--- src/hw/rtl/cslt_pkg.sv ---
// Package with the types and constants of the checked spot timestamp table.
package cslt_pkg;

  // Default number of table entries.
  localparam int unsigned TableEntriesDef = 64;

  // Field widths.
  localparam int unsigned IdWidth   = 16;
  localparam int unsigned TimeWidth = 32;

  // Opcodes of an input item.
  localparam logic OP_QUERY = 1'b0;
  localparam logic OP_MARK  = 1'b1;

  // Controller states.
  typedef enum logic [1:0] {
    S_IDLE,
    S_SCAN,
    S_FINISH
  } state_e;

  // Commands from the controller to the datapath.
  typedef struct packed {
    logic load;
    logic scan;
    logic finish;
  } cmd_t;

  // Status from the datapath to the controller.
  typedef struct packed {
    logic scan_done;
  } status_t;

endpackage

--- src/hw/rtl/checked_spot_lru_timestamp_table_unit.sv ---
// Top level of the checked spot timestamp table.
// An item accepted with n filled entries waits for a scan of at most n entries, one entry
// per cycle through the single memory read port; the result is registered in the finish state.
// One item at a time; busy is high from acceptance through the finish state and drops
// as the result shows, so the next item can be accepted while the result is shown.
// Reset clears the fill count and the control state; entry contents are not cleared.
module checked_spot_lru_timestamp_table_unit #(
  parameter int unsigned TABLE_ENTRIES = cslt_pkg::TableEntriesDef
) (
  input  logic                           clk_i,
  input  logic                           rst_ni,
  input  logic                           start,
  output logic                           busy,
  input  logic                           opcode_i,
  input  logic [cslt_pkg::IdWidth-1:0]   spot_id_i,
  input  logic [cslt_pkg::TimeWidth-1:0] now_ticks_i,
  output logic                           done_o,
  output logic                           found_o,
  output logic [cslt_pkg::TimeWidth-1:0] last_checked_o
);
  import cslt_pkg::*;

  cmd_t    cmd;
  status_t status;

  // Controller.
  cslt_ctrl u_ctrl (
    .clk_i    (clk_i),
    .rst_ni   (rst_ni),
    .start    (start),
    .status_i (status),
    .cmd_o    (cmd),
    .busy     (busy)
  );

  // Datapath.
  cslt_datapath #(
    .TABLE_ENTRIES (TABLE_ENTRIES)
  ) u_datapath (
    .clk_i          (clk_i),
    .rst_ni         (rst_ni),
    .cmd_i          (cmd),
    .status_o       (status),
    .opcode_i       (opcode_i),
    .spot_id_i      (spot_id_i),
    .now_ticks_i    (now_ticks_i),
    .done_o         (done_o),
    .found_o        (found_o),
    .last_checked_o (last_checked_o)
  );

endmodule

--- src/hw/rtl/cslt_ctrl.sv ---
// Controller state machine of the checked spot timestamp table.
module cslt_ctrl (
  input  logic              clk_i,
  input  logic              rst_ni,
  input  logic              start,
  input  cslt_pkg::status_t status_i,
  output cslt_pkg::cmd_t    cmd_o,
  output logic              busy
);
  import cslt_pkg::*;

  state_e state_q, state_d;

  // State register.
  always_ff @(posedge clk_i or negedge rst_ni) begin
    if (!rst_ni) begin
      state_q <= S_IDLE;
    end else begin
      state_q <= state_d;
    end
  end

  // Next state.
  always_comb begin
    state_d = state_q;
    unique case (state_q)
      S_IDLE: begin
        if (start) state_d = S_SCAN;
      end
      S_SCAN: begin
        if (status_i.scan_done) state_d = S_FINISH;
      end
      S_FINISH: begin
        state_d = S_IDLE;
      end
      default: begin
        state_d = S_IDLE;
      end
    endcase
  end

  // Outputs.
  always_comb begin
    cmd_o = '0;
    busy  = 1'b1;
    unique case (state_q)
      S_IDLE: begin
        busy       = 1'b0;
        cmd_o.load = start;
      end
      S_SCAN: begin
        cmd_o.scan = 1'b1;
      end
      S_FINISH: begin
        cmd_o.finish = 1'b1;
      end
      default: begin
        busy = 1'b1;
      end
    endcase
  end

endmodule

--- src/hw/rtl/cslt_datapath.sv ---
// Datapath of the checked spot timestamp table: entry memory, scan and result.
module cslt_datapath #(
  parameter int unsigned TABLE_ENTRIES = cslt_pkg::TableEntriesDef
) (
  input  logic                           clk_i,
  input  logic                           rst_ni,
  input  cslt_pkg::cmd_t                 cmd_i,
  output cslt_pkg::status_t              status_o,
  input  logic                           opcode_i,
  input  logic [cslt_pkg::IdWidth-1:0]   spot_id_i,
  input  logic [cslt_pkg::TimeWidth-1:0] now_ticks_i,
  output logic                           done_o,
  output logic                           found_o,
  output logic [cslt_pkg::TimeWidth-1:0] last_checked_o
);
  import cslt_pkg::*;

  localparam int unsigned IW = (TABLE_ENTRIES > 1) ? $clog2(TABLE_ENTRIES) : 1;
  localparam int unsigned CW = $clog2(TABLE_ENTRIES + 1);
  localparam logic [CW-1:0] FullCount = CW'(TABLE_ENTRIES);

  // Entry memory.
  logic [IdWidth-1:0]   id_mem   [TABLE_ENTRIES];
  logic [TimeWidth-1:0] time_mem [TABLE_ENTRIES];

  // Latched item.
  logic                 op_q;
  logic [IdWidth-1:0]   id_q;
  logic [TimeWidth-1:0] now_q;

  // Scan control.
  logic [CW-1:0] fill_q, fill_d;
  logic [CW-1:0] cnt_q, cnt_d;
  logic [IW-1:0] cmp_idx_q;
  logic          rd_pend_q, rd_pend_d;
  logic          issue;

  // Read data of the entry under comparison.
  logic [IdWidth-1:0]   rd_id_q;
  logic [TimeWidth-1:0] rd_time_q;

  // Scan results.
  logic                 hit_q, hit_d;
  logic [IW-1:0]        hit_idx_q;
  logic [TimeWidth-1:0] hit_time_q;
  logic [TimeWidth:0]   best_q;
  logic [IW-1:0]        victim_q;
  logic                 cmp_active;
  logic                 cmp_match;
  logic                 cmp_older;

  // Write port.
  logic          wr_en;
  logic [IW-1:0] wr_addr;

  // Result registers.
  logic                 done_q;
  logic                 found_q;
  logic [TimeWidth-1:0] last_q;

  // A read is issued each scan cycle until the filled part is covered or the id is hit.
  assign issue      = cmd_i.scan && !hit_q && (cnt_q != fill_q);
  assign cmp_active = rd_pend_q && !hit_q;
  assign cmp_match  = (rd_id_q == id_q);
  assign cmp_older  = ({1'b0, rd_time_q} < best_q);

  assign status_o.scan_done = !rd_pend_q && (hit_q || (cnt_q == fill_q));

  // Memory write and registered read.
  always_ff @(posedge clk_i) begin
    if (wr_en) begin
      id_mem[wr_addr]   <= id_q;
      time_mem[wr_addr] <= now_q;
    end
    if (issue) begin
      rd_id_q   <= id_mem[cnt_q[IW-1:0]];
      rd_time_q <= time_mem[cnt_q[IW-1:0]];
      cmp_idx_q <= cnt_q[IW-1:0];
    end
  end

  // Write only for a mark: update in place, append, or replace the oldest entry.
  always_comb begin
    wr_en  = cmd_i.finish && (op_q == OP_MARK);
    fill_d = fill_q;
    if (hit_q) begin
      wr_addr = hit_idx_q;
    end else if (fill_q != FullCount) begin
      wr_addr = fill_q[IW-1:0];
      if (wr_en) fill_d = fill_q + CW'(1);
    end else begin
      wr_addr = victim_q;
    end
  end

  // Next values of the scan control.
  always_comb begin
    cnt_d     = cnt_q;
    rd_pend_d = issue;
    hit_d     = hit_q;
    if (cmd_i.load) begin
      cnt_d = '0;
      hit_d = 1'b0;
    end else begin
      if (issue) cnt_d = cnt_q + CW'(1);
      if (cmp_active && cmp_match) hit_d = 1'b1;
    end
  end

  // Control registers.
  always_ff @(posedge clk_i or negedge rst_ni) begin
    if (!rst_ni) begin
      fill_q    <= '0;
      cnt_q     <= '0;
      rd_pend_q <= 1'b0;
      hit_q     <= 1'b0;
      done_q    <= 1'b0;
    end else begin
      fill_q    <= fill_d;
      cnt_q     <= cnt_d;
      rd_pend_q <= rd_pend_d;
      hit_q     <= hit_d;
      done_q    <= cmd_i.finish;
    end
  end

  // Item latch, comparison results and the result payload.
  always_ff @(posedge clk_i) begin
    if (cmd_i.load) begin
      op_q     <= opcode_i;
      id_q     <= spot_id_i;
      now_q    <= now_ticks_i;
      best_q   <= {1'b0, now_ticks_i} + (TimeWidth + 1)'(1);
      victim_q <= '0;
    end else if (cmp_active) begin
      if (cmp_match) begin
        hit_idx_q  <= cmp_idx_q;
        hit_time_q <= rd_time_q;
      end else if (cmp_older) begin
        best_q   <= {1'b0, rd_time_q};
        victim_q <= cmp_idx_q;
      end
    end
    if (cmd_i.finish) begin
      found_q <= hit_q;
      last_q  <= ((op_q == OP_QUERY) && hit_q) ? hit_time_q : '0;
    end
  end

  assign done_o         = done_q;
  assign found_o        = found_q;
  assign last_checked_o = last_q;

endmodule

--- config.mk ---
export PLATFORM = sky130hd
export DESIGN_NAME = checked_spot_lru_timestamp_table_unit
export DESIGN_NICKNAME = d
export VERILOG_FILES = /design/src/hw/rtl/cslt_pkg.sv /design/src/hw/rtl/checked_spot_lru_timestamp_table_unit.sv /design/src/hw/rtl/cslt_ctrl.sv /design/src/hw/rtl/cslt_datapath.sv
export SDC_FILE = /design/constraint.sdc
export NUM_CORES = 2
export LEC_CHECK = 0
export ABC_CLOCK_PERIOD_IN_PS = 11200
export BUFFER_PORTS_ARGS = -buffer_cell sky130_fd_sc_hd__buf_2
export CORE_MARGIN = 1.5
export CORE_UTILIZATION = 38
export CTS_BUF_LIST = sky130_fd_sc_hd__clkbuf_8
export CTS_CLUSTER_SIZE = 10
export DETAILED_ROUTE_END_ITERATION = 7
export PLACE_DENSITY_LB_ADDON = 0.1
export SLEW_MARGIN = 20
export SYNTH_ARGS = -nofsm -noshare
export SYNTH_HDL_FRONTEND = slang
export SYNTH_SLANG_ARGS = --single-unit
export TNS_END_PERCENT = 30
--- constraint.sdc ---
create_clock -name clk_i -period 11.2 [get_ports clk_i]
set_clock_uncertainty 0.15 [all_clocks]
set_input_delay 0.56 -clock clk_i [delete_from_list [all_inputs] [get_ports clk_i]]
set_output_delay 0.56 -clock clk_i [all_outputs]
set_load 0.05 [all_outputs]
==> Flow_metrics.wiki <==
{| class="wikitable"
! Metric !! Value
|-
| Non-Filler Cell Area, Final || 144700 sq um
|-
| Quantity of gates resized following cts || 0
|-
| ANT nets after route || 0
|-
| Endpoints failing hold || 0
|-
| Remaining design rule violation count || 0
|-
| Maximum number of pins on one net before global-route repair || 111
|-
| Sequential element share of the synthesized area || about 80%
|-
| Data arrival time of the worst path || 5.88 ns
|-
| Area Overhead vs Synth || 13.98%
|-
| Count of mapped cells out of synthesis || ~5600
|-
| Multiplexer share of the synthesized area || about 16%
|-
| Post-DR vias/cell || ~5.5
|-
| Required time reported for the critical path endpoint || 11.84 ns
|-
| Met1 Usage GRT || between 20% and 30%
|-
| Final RePlAce weighted congestion || 0.7630
|-
| Post-synthesis async set-or-reset flop share || less than 1%
|-
| Num CTS Buffers || 571
|-
| Clock tree from TritonCTS || yes
|-
| Beginning of the critical path || u_datapath.cnt_q[0]
|-
| Class of the most critical setup path || reg -> reg
|-
| Measured slew at the worst slew-check pin || around 1.2 ns
|-
| Io pins || 87
|-
| Final Non-Filler Cells || 11060
|-
| Vias after detailed routing || 60610
|-
| Warning count from the yosys run || 0
|-
| Library cells used by synthesis || 54
|-
| Post-synthesis xor/xnor area fraction || 0.4346%
|-
| Final net count || 6326
|-
| Hold Startpoint || now_ticks_i[18]
|-
| Die W || 581.0 um
|-
| Worst-skew pair later-pin latency || 1.15 ns
|-
| Achievable clock frequency || about 0.19 GHz
|-
| Fraction of final layout cells sized beyond drive strength 1 || about 30%
|-
| Total Wirelength || about 350 mm
|-
| Endpoints failing setup || 0
|-
| Number of flops mapped to enable cells by yosys || 3279
|-
| Total Power || 33.49 mW
|-
| RSZ-0062 raised after global routing || no
|-
| PortBufs || between 80 and 90
|-
| Layer carrying the most global-route usage || met2
|-
| Std-Cell Core Area || approximately 330000 sq um
|-
| Hold WS || approximately 0.12 ns
|-
| GRT met3 Usage || 4.402%
|-
| Initial drt markers || 5535
|-
| Setup slack of the worst register-to-register path || 5.96 ns
|-
| TritonCTS sink count || 3304
|-
| Largest driver fanout on the critical path || 40
|-
| Slew Viols, Final || 0
|-
| Most used DFF post-synth || edfxtp_1
|-
| Global-route wire length before repair || approximately 500 mm
|-
| Post-CTS Setup Bufs || 0
|-
| Vert. Die Dim || 581.0 um
|-
| Number of placed instances, taps included || ~10000
|-
| Endpoint kind of the worst setup timing path || flop
|-
| Outcome || finished clean
|-
| Antenna violations before repair || 26
|-
| Main combinational cell family by area after synthesis || multiplexers
|-
| Global-route usage over all layers || 20.67%
|-
| Number of nets produced by synthesis || 5659
|-
| Maximum Capacitance Violations || 0
|-
| Hold Crit Class || in -> reg
|-
| Number of hold-repair buffers added at the cts stage || 84
|-
| Total leakage power || approximately 45 nW
|-
| Via count of the first global-routing pass || approximately 64000
|-
| Adder-cell share of the synthesized area || 0.3449%
|-
| Average cell area after synthesis || 22.78 sq um
|-
| Share of the core filled with cells in the final layout || between 40% and 50%
|-
| Crit start category || flop
|-
| GR met2 Demand/Resource || 33.27%
|-
| Pre-CTS WS || 5.876 ns
|-
| Area share of and/or/nand/nor cells after synthesis || 1.691%
|-
| GRT overflow || 0
|-
| Die footprint || 337600 sq um
|-
| Maximum ir drop on the vdd rail || around 0.18 mV
|-
| WL per Instance || about 32 um
|-
| Slew HR || between 20% and 30%
|-
| Fraction of the mapped netlist area in compound gates || 1.877%
|-
| Max H-tree Level || 6
|-
| Number of register bits inferred by synthesis || 3304
|-
| Placed inst area || 133900 sq um
|-
| Clock transition time at the flip-flop clock pins of the worst setup and hold paths || about 0.060 ns
|-
| Starting density of the core || 38.14%
|-
| Part of the cycle the worst path needs || 46.79%
|-
| Power density over the cells || roughly 230 nW/um^2
|-
| R2r startpoint || u_datapath.cnt_q[0]
|-
| Total Negative Setup Slacks || 0 ns
|-
| Number of placement rows || 212
|-
| Final worst path period need || 5.240 ns
|-
| Detailed placer's ending HPWL || 191.3 mm
|-
| Area of the mapped netlist || 127000 sq um
|-
| Clk buf depth || 4
|-
| CTS Root Cell || clkbuf_8
|-
| Drt first pass iters || 5
|-
| Minimum setup slack in the final design || 5.960 ns
|}
-- area by class of cell --
| class | count | area [sq um] |
|---|---|---|
| Clock buffer | 587 | 8079 |
| Timing Repair Buffer | 386 | 3085 |
| Multi-Input combinational cell | 1938 | 26930 |
| Fill cell | 28620 | 188200 |
| Inverter | 38 | 145.1 |
| Antenna cell | 12 | 30.03 |
| Sequential cell | 3304 | 99080 |
| Clock inverter | 405 | 1878 |
| Tap cell | 4387 | 5489 |
-- worst paths after layout --
kind	end	depth (start not counted)
setup / recovery	u_datapath.rd_time_q[15]	8
hold / removal	u_datapath.now_q[18]	2
setup reg to reg	u_datapath.rd_time_q[15]	8
hold reg to reg	u_datapath.hit_idx_q[1]	0
max in group asynchronous	u_datapath.cnt_q[0]	4
min in group asynchronous	u_datapath.fill_q[1]	4
-- kinds of logic (layout without fill, tap and decap cells) --
| group | after synthesis | count (layout) |
|---|---|---|
| flops | 3304 | 3304 |
| mux | 1033 | 1033 |
| simple gates | 444 | 444 |
| compound gates | 363 | 363 |
| buf+inv | 330 | 1416 |
| xor+xnor | 63 | 63 |
| fa+ha+maj | 35 | 35 |
| other cells | 0 | 12 |
-- flip-flops by register name (all words and copies together) (netlist names) --
register and cells:
u_datapath.time_mem 2048, u_datapath.hit_time_q 32, u_datapath.id_mem 1024, u_datapath.last_checked_o 32, u_datapath.rd_pend_q 1, u_datapath.rd_time_q 32
u_ctrl.state_q 2, u_datapath.now_q 32, u_datapath.victim_q 6, u_datapath.found_o 1, u_datapath.cnt_q 7, u_datapath.hit_idx_q 6
u_datapath.id_q 16, u_datapath.rd_id_q 16, u_datapath.op_q 1, u_datapath.done_o 1, u_datapath.best_q 33, u_datapath.hit_q 1
u_datapath.fill_q 7, u_datapath.cmp_idx_q 6
-- cells in the mapped netlist, types with 14 or more instances --
library cell | instances | area, sq um
o221ai_1 | 36 | 315.3
and2_1 | 45 | 281.5
clkbuf_1 | 136 | 510.5
ha_1 | 35 | 437.9
nand3_1 | 32 | 160.2
nand4_1 | 15 | 93.84
a211oi_1 | 59 | 442.9
edfxtp_1 | 3279 | 98460
buf_4 | 18 | 135.1
o21ai_0 | 105 | 525.5
xor2_1 | 49 | 429.2
nor2_1 | 88 | 330.3
a21oi_1 | 66 | 330.3
nor2b_1 | 64 | 400.4
a22oi_1 | 53 | 397.9
buf_1 | 27 | 101.4
mux2i_1 | 128 | 1281
buf_2 | 102 | 510.5
xnor2_1 | 14 | 122.6
mux4_2 | 835 | 18810
nand2_1 | 160 | 600.6
inv_1 | 37 | 138.9
dfrtp_1 | 19 | 475.5
mux2_2 | 70 | 788.3
-- power breakdown --
| group | total [mW] | internal, mW | switching (mW) |
|---|---|---|---|
| Sequential | 14.8 | 14.4 | 0.403 |
| Combinational | 8.85 | 3.63 | 5.23 |
| Clock | 9.82 | 4.93 | 4.89 |
-- critical path: stages (launching register included) --
cell      delay (ns)
dfrtp_4         0.85
buf_4           0.70
buf_4           0.80
mux4_2          0.58
nor2b_1         0.14
a211oi_1        0.24
a21oi_1         0.06
a22oi_1         0.91
o221ai_1        0.33
-- routing by layer --
| metal | up-vias | part of all wire, % |
|---|---|---|
| met5 | - | 0.0077 |
| met4 | 4 | 2.0 |
| met2 | 1986 | 48 |
| met3 | 447 | 6.6 |
| li1 | 25000 | - |
| met1 | 33170 | 43 |
-- placed cells by master (no fill, tap or decap), drive strengths merged, types with 84 or more instances in the layout --
cell type	synthesis	final
edfxtp	3279	3279
mux4	835	835
clkbuf	136	587
buf	156	302
inv	38	241
clkinv	0	183
nand2	160	160
mux2i	128	128
o21ai	107	107
nor2	88	88
dlygate4sd3	0	84
Power figures use the tool's default switching activity.
